$ cat config.mk
export PLATFORM = sky130hd
export DESIGN_NAME = bulk_only_transport_sequencer
export DESIGN_NICKNAME = d
export VERILOG_FILES = /design/src/sv/bots_pkg.sv /design/src/sv/bots_in_reg.sv /design/src/sv/bots_seq.sv /design/src/sv/bulk_only_transport_sequencer.sv
export SDC_FILE = /design/constraint.sdc
export NUM_CORES = 1
export LEC_CHECK = 0
export BUFFER_PORTS_ARGS = -buffer_cell sky130_fd_sc_hd__buf_2
export CAP_MARGIN = 40
export CORE_AREA = 10 10 149 151
export CTS_BUF_LIST = sky130_fd_sc_hd__clkbuf_8 sky130_fd_sc_hd__clkbuf_16
export DETAILED_ROUTE_END_ITERATION = 10
export DIE_AREA = 0 0 159 161
export HOLD_SLACK_MARGIN = 0.12
export PLACE_DENSITY = 0.84
export SLEW_MARGIN = 20
export SYNTH_ARGS = -nofsm -noshare
export SYNTH_HDL_FRONTEND = slang
export SYNTH_HIERARCHICAL = 1
export SYNTH_SLANG_ARGS = --single-unit
export TNS_END_PERCENT = 20
$ cat constraint.sdc
create_clock -name clk -period 3.5 [get_ports clk]
set_input_delay 0.7 -clock clk [delete_from_list [all_inputs] [get_ports clk]]
set_output_delay 0.7 -clock clk [all_outputs]
set_load 0.01 [all_outputs]
$ cat src/sv/bots_pkg.sv
// Shared types and constants for the bulk-only transport sequencer.
// Holds the item and result structs and the action, error and USB result codes.
// No dependencies.
package bots_pkg;

    // Transfer sizes
    localparam int PACKET_BYTES  = 64;
    localparam int COMMAND_BYTES = 31;
    localparam int STATUS_BYTES  = 13;

    localparam int ADDR_W  = 32;
    localparam int LEN_W   = 16;
    localparam int REM_W   = 17;
    localparam int COUNT_W = 7;

    localparam logic [COUNT_W-1:0] PACKET_CNT  = COUNT_W'(PACKET_BYTES);
    localparam logic [COUNT_W-1:0] COMMAND_CNT = COUNT_W'(COMMAND_BYTES);
    localparam logic [COUNT_W-1:0] STATUS_CNT  = COUNT_W'(STATUS_BYTES);
    localparam logic [REM_W-1:0]   PACKET_REM  = REM_W'(PACKET_BYTES);
    localparam logic [ADDR_W-1:0]  PACKET_INC  = ADDR_W'(PACKET_BYTES);

    // 'USBS' with byte 0 in the low bits
    localparam logic [31:0] STATUS_MAGIC = 32'h5342_5355;

    // Operation codes (input kind)
    localparam logic OP_START  = 1'b0;
    localparam logic OP_REPORT = 1'b1;

    // USB transaction report codes
    localparam logic [1:0] USB_OK        = 2'd0;
    localparam logic [1:0] USB_BUSY      = 2'd1;
    localparam logic [1:0] USB_ERROR     = 2'd2;
    localparam logic [1:0] USB_NOT_SETUP = 2'd3;

    // Action codes
    localparam logic [2:0] ACT_NONE        = 3'd0;
    localparam logic [2:0] ACT_SEND_CMD    = 3'd1;
    localparam logic [2:0] ACT_RECV_DATA   = 3'd2;
    localparam logic [2:0] ACT_SEND_DATA   = 3'd3;
    localparam logic [2:0] ACT_RECV_STATUS = 3'd4;
    localparam logic [2:0] ACT_DONE_OK     = 3'd5;
    localparam logic [2:0] ACT_DONE_ERR    = 3'd6;

    // Error codes
    localparam logic [2:0] ERR_NONE      = 3'd0;
    localparam logic [2:0] ERR_SIZE      = 3'd1;
    localparam logic [2:0] ERR_SIGNATURE = 3'd2;
    localparam logic [2:0] ERR_DEVICE    = 3'd3;
    localparam logic [2:0] ERR_NOT_SETUP = 3'd4;

    typedef struct packed {
        logic               operation;
        logic               is_write;
        logic [LEN_W-1:0]   data_length;
        logic [ADDR_W-1:0]  buffer_address;
        logic [1:0]         usb_result;
        logic [COUNT_W-1:0] byte_count;
        logic [31:0]        status_signature;
        logic [7:0]         status_code;
    } item_t;

    typedef struct packed {
        logic [2:0]         action;
        logic [ADDR_W-1:0]  transfer_address;
        logic [COUNT_W-1:0] transfer_count;
        logic [2:0]         error_code;
        logic               busy_res;
    } result_t;

    // Input register status toward the top level
    typedef struct packed {
        logic  valid;
        item_t item;
    } in_stage_t;

endpackage

$ cat src/sv/bots_in_reg.sv
// Input register of the bulk-only transport sequencer.
// Captures one incoming transfer and holds it until the sequencer takes it.
// Depends on bots_pkg.
module bots_in_reg
(
    input  logic                clk,
    input  logic                rst_n,
    input  logic                in_valid,
    output logic                in_ready,
    input  bots_pkg::item_t     in_item,
    input  logic                take,
    output bots_pkg::in_stage_t stage
);

    logic            valid_reg;
    logic            valid_next;
    bots_pkg::item_t item_reg;

    // Free slot, or the held item leaves this cycle
    assign in_ready   = !valid_reg || take;
    assign valid_next = (in_valid && in_ready) || (valid_reg && !take);

    // Valid flag
    always_ff @(posedge clk or negedge rst_n)
    begin
        if (!rst_n)
        begin
            valid_reg <= 1'b0;
        end
        else
        begin
            valid_reg <= valid_next;
        end
    end

    // Payload, no reset
    always_ff @(posedge clk)
    begin
        if (in_valid && in_ready)
        begin
            item_reg <= in_item;
        end
    end

    assign stage.valid = valid_reg;
    assign stage.item  = item_reg;

endmodule

$ cat src/sv/bots_seq.sv
// Phase sequencer of the bulk-only transport sequencer.
// Holds the command state and computes the result of one item combinationally.
// Depends on bots_pkg.
module bots_seq
(
    input  logic                             clk,
    input  logic                             rst_n,
    input  logic [bots_pkg::ADDR_W-1:0]      cmd_buf_addr,
    input  logic                             step,
    input  bots_pkg::item_t                  item,
    output bots_pkg::result_t                res
);

    typedef enum logic [1:0] {
        PH_IDLE,
        PH_CMD,
        PH_DATA,
        PH_STATUS
    } phase_t;

    phase_t                          phase_reg;
    phase_t                          phase_next;
    logic [bots_pkg::REM_W-1:0]      remaining_reg;
    logic [bots_pkg::REM_W-1:0]      remaining_next;
    logic [bots_pkg::ADDR_W-1:0]     cur_addr_reg;
    logic [bots_pkg::ADDR_W-1:0]     cur_addr_next;
    logic                            write_dir_reg;
    logic                            write_dir_next;
    logic [2:0]                      last_err_reg;
    logic [2:0]                      last_err_next;
    logic [2:0]                      action;
    logic [bots_pkg::ADDR_W-1:0]     taddr;
    logic [bots_pkg::COUNT_W-1:0]    tcnt;
    logic [2:0]                      data_act;
    logic [2:0]                      status_err;
    logic [bots_pkg::ADDR_W-1:0]     addr_inc;

    assign data_act = write_dir_reg ? bots_pkg::ACT_SEND_DATA : bots_pkg::ACT_RECV_DATA;
    assign addr_inc = cur_addr_reg + bots_pkg::PACKET_INC;

    // Status block check, first failing test wins
    always_comb
    begin
        if (item.byte_count != bots_pkg::STATUS_CNT)
            status_err = bots_pkg::ERR_SIZE;
        else if (item.status_signature != bots_pkg::STATUS_MAGIC)
            status_err = bots_pkg::ERR_SIGNATURE;
        else if (item.status_code != 8'd0)
            status_err = bots_pkg::ERR_DEVICE;
        else
            status_err = bots_pkg::ERR_NONE;
    end

    // Next state and result
    always_comb
    begin
        phase_next     = phase_reg;
        remaining_next = remaining_reg;
        cur_addr_next  = cur_addr_reg;
        write_dir_next = write_dir_reg;
        last_err_next  = last_err_reg;
        action         = bots_pkg::ACT_NONE;
        taddr          = '0;
        tcnt           = '0;

        if (item.operation == bots_pkg::OP_START)
        begin
            // Start while busy is ignored
            if (phase_reg == PH_IDLE)
            begin
                remaining_next = bots_pkg::REM_W'(item.data_length);
                cur_addr_next  = item.buffer_address;
                write_dir_next = item.is_write;
                last_err_next  = bots_pkg::ERR_NONE;
                phase_next     = PH_CMD;
                action         = bots_pkg::ACT_SEND_CMD;
                taddr          = cmd_buf_addr;
                tcnt           = bots_pkg::COMMAND_CNT;
            end
        end
        else if (phase_reg != PH_IDLE && item.usb_result != bots_pkg::USB_BUSY)
        begin
            if (item.usb_result == bots_pkg::USB_ERROR)
            begin
                last_err_next = bots_pkg::ERR_DEVICE;
                phase_next    = PH_IDLE;
                action        = bots_pkg::ACT_DONE_ERR;
            end
            else if (item.usb_result == bots_pkg::USB_NOT_SETUP)
            begin
                last_err_next = bots_pkg::ERR_NOT_SETUP;
                phase_next    = PH_IDLE;
                action        = bots_pkg::ACT_DONE_ERR;
            end
            else
            begin
                case (phase_reg)
                    PH_CMD:
                    begin
                        phase_next = PH_DATA;
                        action     = data_act;
                        taddr      = cur_addr_reg;
                        tcnt       = bots_pkg::PACKET_CNT;
                    end
                    PH_DATA:
                    begin
                        if (remaining_reg > bots_pkg::PACKET_REM)
                        begin
                            remaining_next = remaining_reg - bots_pkg::PACKET_REM;
                            cur_addr_next  = addr_inc;
                            action         = data_act;
                            taddr          = addr_inc;
                            tcnt           = bots_pkg::PACKET_CNT;
                        end
                        else
                        begin
                            remaining_next = '0;
                            phase_next     = PH_STATUS;
                            action         = bots_pkg::ACT_RECV_STATUS;
                            taddr          = cmd_buf_addr;
                            tcnt           = bots_pkg::STATUS_CNT;
                        end
                    end
                    PH_STATUS:
                    begin
                        last_err_next = status_err;
                        phase_next    = PH_IDLE;
                        action        = (status_err != bots_pkg::ERR_NONE) ?
                                        bots_pkg::ACT_DONE_ERR : bots_pkg::ACT_DONE_OK;
                    end
                    default:
                    begin
                        phase_next = PH_IDLE;
                    end
                endcase
            end
        end
    end

    assign res.action           = action;
    assign res.transfer_address = taddr;
    assign res.transfer_count   = tcnt;
    assign res.error_code       = last_err_next;
    assign res.busy_res         = (phase_next != PH_IDLE);

    // Command state, updated when an item is taken
    always_ff @(posedge clk or negedge rst_n)
    begin
        if (!rst_n)
        begin
            phase_reg     <= PH_IDLE;
            remaining_reg <= '0;
            cur_addr_reg  <= '0;
            write_dir_reg <= 1'b0;
            last_err_reg  <= bots_pkg::ERR_NONE;
        end
        else if (step)
        begin
            phase_reg     <= phase_next;
            remaining_reg <= remaining_next;
            cur_addr_reg  <= cur_addr_next;
            write_dir_reg <= write_dir_next;
            last_err_reg  <= last_err_next;
        end
    end

    // Start during a command leaves the state alone
    a_start_busy_ignored: assert property (@(posedge clk) disable iff (!rst_n)
        step && item.operation == bots_pkg::OP_START && phase_reg != PH_IDLE
        |=> $stable(phase_reg) && $stable(cur_addr_reg) && $stable(remaining_reg))
        else $error("start while busy changed the command state");

    // A finished command returns to idle
    a_done_idle: assert property (@(posedge clk) disable iff (!rst_n)
        step && (action == bots_pkg::ACT_DONE_OK || action == bots_pkg::ACT_DONE_ERR)
        |=> phase_reg == PH_IDLE)
        else $error("command finished but phase not idle");

    // A new command starts with a clean error
    a_start_clears_err: assert property (@(posedge clk) disable iff (!rst_n)
        step && action == bots_pkg::ACT_SEND_CMD |=> last_err_reg == bots_pkg::ERR_NONE)
        else $error("command start did not clear the error");

    // Data packets only go out in the data phase or right after the command
    a_data_phase: assert property (@(posedge clk) disable iff (!rst_n)
        step && (action == bots_pkg::ACT_SEND_DATA || action == bots_pkg::ACT_RECV_DATA)
        |=> phase_reg == PH_DATA)
        else $error("data transfer issued outside the data phase");

endmodule

$ cat src/sv/bulk_only_transport_sequencer.sv
// Top level of the bulk-only transport sequencer: stream ports, configuration
// register, input register, phase sequencer and result register.
// Depends on bots_pkg, bots_in_reg and bots_seq.
// An accepted input transfer reaches its result on the master side through the input
// register, then the result register. Throughput: one item per clock while m_tready
// does not stall the result register, as the sequencer updates its state once per item.
// Reset (rst_n, asynchronous, active low) empties both registers, returns the
// phase to idle and clears the command buffer address and all command state to zero.
module bulk_only_transport_sequencer
(
    input  logic         clk,
    input  logic         rst_n,
    // Configuration: command_buffer_address
    input  logic         cfg_wr_en,
    input  logic [31:0]  cfg_wr_data,
    // Input stream
    input  logic         s_tvalid,
    output logic         s_tready,
    // [0] is_write, [16:1] data_length, [48:17] buffer_address, [50:49] usb_result,
    // [57:51] byte_count, [89:58] status_signature, [97:90] status_code, [103:98] zero
    input  logic [103:0] s_tdata,
    // [0] operation
    input  logic         s_tuser,
    // Result stream
    output logic         m_tvalid,
    input  logic         m_tready,
    // [31:0] transfer_address, [38:32] transfer_count, [41:39] error_code,
    // [42] busy_res, [47:43] zero
    output logic [47:0]  m_tdata,
    // [2:0] action
    output logic [2:0]   m_tuser
);

    logic [31:0]         cmd_buf_addr_reg;
    bots_pkg::item_t     in_item;
    bots_pkg::in_stage_t stage;
    bots_pkg::result_t   seq_res;
    bots_pkg::result_t   res_reg;
    logic                out_valid_reg;
    logic                out_valid_next;
    logic                take;

    // Configuration register
    always_ff @(posedge clk or negedge rst_n)
    begin
        if (!rst_n)
        begin
            cmd_buf_addr_reg <= '0;
        end
        else if (cfg_wr_en)
        begin
            cmd_buf_addr_reg <= cfg_wr_data;
        end
    end

    // Unpack the input transfer
    assign in_item.operation        = s_tuser;
    assign in_item.is_write         = s_tdata[0];
    assign in_item.data_length      = s_tdata[16:1];
    assign in_item.buffer_address   = s_tdata[48:17];
    assign in_item.usb_result       = s_tdata[50:49];
    assign in_item.byte_count       = s_tdata[57:51];
    assign in_item.status_signature = s_tdata[89:58];
    assign in_item.status_code      = s_tdata[97:90];

    bots_in_reg u_in_reg
    (
        .clk      (clk),
        .rst_n    (rst_n),
        .in_valid (s_tvalid),
        .in_ready (s_tready),
        .in_item  (in_item),
        .take     (take),
        .stage    (stage)
    );

    // Held item moves on when the result register is free or draining
    assign take = stage.valid && (!out_valid_reg || m_tready);

    bots_seq u_seq
    (
        .clk          (clk),
        .rst_n        (rst_n),
        .cmd_buf_addr (cmd_buf_addr_reg),
        .step         (take),
        .item         (stage.item),
        .res          (seq_res)
    );

    assign out_valid_next = take || (out_valid_reg && !m_tready);

    // Result register valid
    always_ff @(posedge clk or negedge rst_n)
    begin
        if (!rst_n)
        begin
            out_valid_reg <= 1'b0;
        end
        else
        begin
            out_valid_reg <= out_valid_next;
        end
    end

    // Result register payload
    always_ff @(posedge clk)
    begin
        if (take)
        begin
            res_reg <= seq_res;
        end
    end

    // Pack the result transfer
    assign m_tvalid = out_valid_reg;
    assign m_tuser  = res_reg.action;
    assign m_tdata  = {5'd0, res_reg.busy_res, res_reg.error_code,
                       res_reg.transfer_count, res_reg.transfer_address};

endmodule
==> Yosys cells after proc, flatten, opt, wreduce, memory -nomap -nowiden <==
Cells that the tools add are included.
{ "classes": {"add_sub_neg": 2, "n_mul": 0, "div": 0, "n_lt_le_gt_ge": 1, "n_eq_ne": 13, "shifts": 0, "muxes": 53, "n_bitwise": 1, "n_reduce_logical": 22} }
{ "ops": {"columns": ["op", "n"], "rows": [
  ["$mux 32", 13],
  ["$mux 17", 7],
  ["$pmux 32 s2", 1],
  ["$mux 3", 13],
  ["$mux 7", 5],
  ["$add 32x7->32 const B", 1],
  ["$ne 32x31->1 const B", 1],
  ["$gt 17x7->1 const B", 1],
  ["$sub 17x7->17 const B", 1],
  ["$mux 2", 8],
  ["$pmux 7 s2", 1],
  ["$pmux 3 s3", 1],
  ["$eq 2x2->1 const B", 4],
  ["$ne 2x1->1 const B", 4],
  ["$reduce_bool 8->1", 1],
  ["$ne 7x4->1 const B", 1],
  ["$reduce_and 7->1", 1],
  ["$reduce_and 6->1", 1],
  ["$reduce_bool 2->1", 3],
  ["$logic_and 1x1->1", 5],
  ["$mux 5", 1],
  ["$logic_not 1->1", 4],
  ["$logic_or 1x1->1", 4],
  ["$ne 2x2->1 const B", 2],
  ["7 further kinds", 8]
]} }
{ "word_totals": {"register_bits": 234, "latchBits": 0, "ram_bits": 0, "mem_bits_ro": 0, "output_inout_bits": 53, "memories": 0} }

==> Depth between registers and ports, before layout <==
{ "depth": {"ltp_word": 11, "ltp_mapped": 10} }

==> By module <==
The synthesis kept the hierarchy.
{ "modules_own_cells": {"columns": ["mod", "n_inst", "cells_per_inst", "area_per_inst_um2", "seq_area_each_um2"], "rows": [
  ["bots_seq", 1, 592, 4774.6, 1376.3],
  ["bots_in_reg", 1, 104, 3034.2, 2997.9],
  ["bulk_only_transport_sequencer", 1, 124, 2811.4, 2207.1]
]} }

==> Worst setup path after synthesis <==
No wires, ideal clock.
{ "synth_path": {"path_type": "input to register", "start": "input port m_tready", "end": "register u_in_reg.item_reg, in the netlist u_in_reg/stage[0] (enable)", "setup_time_ns": 0.389, "t_arrival_ns": 3.131, "slack_ns": -0.020, "cell_stages": 4, "n_path_buf": 0, "path_cell_list": "nand2b_1 > and2_1 > nand2b_4 > and2_4"} }
{ "synth_between": {"elab_chain_len": 4} }
{ "synth_rtl": {"columns": ["item", "line", "text"], "rows": [
  ["start: declaration", "bulk_only_transport_sequencer.sv:26", "input logic m_tready,"],
  ["$logic_or 1x1->1", "bulk_only_transport_sequencer.sv:78", "assign take = stage.valid && (!out_valid_reg || m_tready);"],
  ["$logic_and 1x1->1", "bulk_only_transport_sequencer.sv:78", null],
  ["via take", "bulk_only_transport_sequencer.sv:41", "logic take;"],
  ["$logic_or 1x1->1", "bots_in_reg.sv:20", "assign in_ready = !valid_reg || take;"],
  ["via s_tready", "bulk_only_transport_sequencer.sv:18", "output logic s_tready,"],
  ["$logic_and 1x1->1", "bots_in_reg.sv:39", "if (in_valid && in_ready)"],
  ["end signal: assignment", "bots_in_reg.sv:41", "item_reg <= in_item;"],
  ["end: declaration", "bots_in_reg.sv:17", "bots_pkg::item_t item_reg;"]
]} }
The timed path passes the listed nets, and every way through them passes these cells.
A chain may end at the register's enable or synchronous reset.

==> results.json <==
{
  "postCtsHoldBufs": 0,
  "switching_power_w": 0.00217,
  "hold_viol": 0,
  "drtAntennaViolNets": 0,
  "use_met3": 0.0506,
  "cts_buffers": 25,
  "grt_pass1_wl_mm": 41.7,
  "maxClockFrequency_ghz": 0.331,
  "syn_inst": 820,
  "whs_ns": 0.251,
  "synth_edf_count": 145,
  "final.setup.worst_slack_ns": 0.475,
  "cts_tree": "yes",
  "outcome": "completed",
  "rows": 51,
  "drc": 0,
  "finalMaxSlewViolations": 0,
  "die_w_um": 159,
  "r2r_slack_ns": 0.47,
  "netlist_area_sq_um": 10600,
  "synthTopCellsByArea": "edfxtp_1, dfrtp_1, mux2_4, nand2_1, a21oi_1",
  "r2r_start": "u_seq/phase_reg[0]$_DFFE_PN0P_",
  "yosysSeqAreaShare": 0.620,
  "rsz0062_at_grt": "false",
  "clkLatencyLatePin_ns": 0.51,
  "first_iter_violations": 835,
  "cap_violations": 0,
  "fillCellCount": 1410,
  "io_pins": 195,
  "path_max_fanout": 12,
  "p_int_w": 0.00566,
  "clk_pin_slew_ns": 0.06,
  "place_congestion": 0.926,
  "die-area_sq_um": 25600,
  "power_frac_comb": 0.168,
  "critical_path_arrival_ns": 3.37,
  "pre_cts_slack_ns": 0.616,
  "core_area_sq_um": 19200,
  "largest_register_ffs": 99,
  "vias": 7567,
  "max_slew_margin": 0.446,
  "postCtsSetupRepairBufs": 0,
  "post_drt_wl_per_cell_um": 20.5,
  "viasPerCell": 5.91,
  "worstPathRequired_ns": 3.84,
  "fin_skew_ns": 0.00625,
  "cts_max_path_buffers": 3,
  "cp-startpoint": "u_seq/phase_reg[0]$_DFFE_PN0P_",
  "drive_gt1_frac": 0.305,
  "tns_ns": 0,
  "p_clk_frac": 0.350,
  "die_h_um": 161,
  "cts.sinks": 234,
  "cp-end-kind": "flop",
  "async_flop_share": 0.380,
  "io_buffers": 183,
  "worstSetupPathType": "reg -> reg",
  "met1_usage": 0.251,
  "synth_ff_type": "edfxtp_1",
  "syn_area_per_cell_sq_um": 13.0,
  "top_usage_layer": "met2",
  "grt_use_total": 0.198,
  "wirelength_mm": 26.3,
  "ys_ff_latch": 234,
  "fin_util": 0.655,
  "antenna_found_initial": 2,
  "cts_resized": 0,
  "antenna_cells": 0,
  "detail_route.first_pass.iterations": 5,
  "yosysWarnings": 6,
  "initial_utilization": 0.553,
  "grt_pass1_vias": 7661,
  "p_sw_frac": 0.277,
  "overflow": 0,
  "seqPwrFrac": 0.482,
  "yosys.area.top_type": "edfxtp_1",
  "ys_types": 85,
  "vdd_ir_drop_max_mv": 0.491,
  "hold_path.class": "in -> async",
  "synthTopCellsByCount": "edfxtp_1, dfrtp_1, nand2_1, a21oi_1, nor2_1",
  "grt_max_degree": 51,
  "syn_to_final_growth_pct": 18.5,
  "dp_hpwl_mm": 18.3,
  "h-tree-depth": 1,
  "finalSetupViolCount": 0,
  "fin_crit_sh": 0.864,
  "nNetsFinal": 1148,
  "leakagePower_nw": 5.03,
  "power.density_nw_per_um2": 622,
  "min_period_ns": 3.03,
  "synth_top_area_frac": 0.410,
  "tightest_slew_ns": 0.831,
  "synth_most_common_cell": "edfxtp_1",
  "ctsRootBufferMaster": "clkbuf_16",
  "cp-start-kind": "flop",
  "grt_use_met2": 0.326
}
metrics by stage:
stage	cells	cell area [sq um]	power, W
2_1_floorplan	824	10600	0.00464
3_3_place_gp	1234	11700	0.00505
3_5_place_dp	1236	11700	0.00510
4_1_cts	1281	12600	0.00786
5_1_grt	1281	12600	0.00818
6_report	1281	12600	0.00783
worst paths after layout:
kind	end	cells past startpoint
max in group asynchronous	u_seq/remaining_reg[10]$_DFFE_PN0P_	2
min	cmd_buf_addr_reg[13]$_DFFE_PN0P_	1
min reg2reg	u_seq/write_dir_reg$_DFFE_PN0P_	2
max reg2reg	m_tdata[12]$_DFFE_PP_	8
max	m_tdata[12]$_DFFE_PP_	8
min in group clk	u_in_reg/stage[90]$_DFFE_PP_	1
cells in the final DEF (no fill, tap or decap), types with 8 or more instances in the layout:
master,n
nand4_1,12
a22oi_1,15
o21ai_1,9
a221o_1,10
o21ai_0,28
dfrtp_1,89
edfxtp_1,145
a21oi_1,41
clkbuf_16,25
nand3_1,15
mux2i_1,15
buf_4,28
nand2_1,68
inv_1,22
o22ai_1,20
a211oi_1,8
a22o_1,17
nor2_1,31
mux2_4,30
nor4_1,10
nor3_1,24
ha_1,8
buf_2,182
critical path: stages (launching register included):
cell      delay, ns
dfrtp_1        0.47
inv_1          0.13
ha_1           0.33
nor4b_4        0.28
buf_4          0.24
nand3_1        0.40
a21oi_1        0.66
a21oi_1        0.13
o211ai_1       0.21
per-layer routing:
| layer | up-vias | share of wire |
|---|---|---|
| met3 | 46 | 0.088 |
| met5 | - | 0.00049 |
| li1 | 3496 | - |
| met4 | 2 | 0.024 |
| met2 | 392 | 0.49 |
| met1 | 3631 | 0.40 |
power by group through the flow:
stage          clock [W]  combinational, W  sequential (W)
3_3_place_gp           0           0.00126         0.00379
5_1_grt          0.00292           0.00144         0.00382
2_1_floorplan          0          0.000921         0.00372
6_report         0.00274           0.00131         0.00377
3_5_place_dp           0           0.00129         0.00381
4_1_cts          0.00279           0.00131         0.00376
area by class of cell:
cell class,count,area (sq um),share of cell area
clock buffers,26,639,0.0508
clock inverters,19,220,0.0175
inverters,21,78.8,0.00627
multi-input cells,504,3570,0.284
flip-flops and latches,234,6580,0.523
well taps,265,332,0.0264
repair buffers,212,1160,0.0923
kinds of logic after synthesis:
kind of cell	share of synthesized area
AOI/OAI and AO/OA	0.136
xor gates and xnor gates	0.00577
muxes	0.0597
buffers and inverters	0.0467
other	0.000707
and+or+nand+nor	0.122
DFF	0.620
adders and majority gates	0.00943
Note: power is estimated with default switching activity, not from simulation.
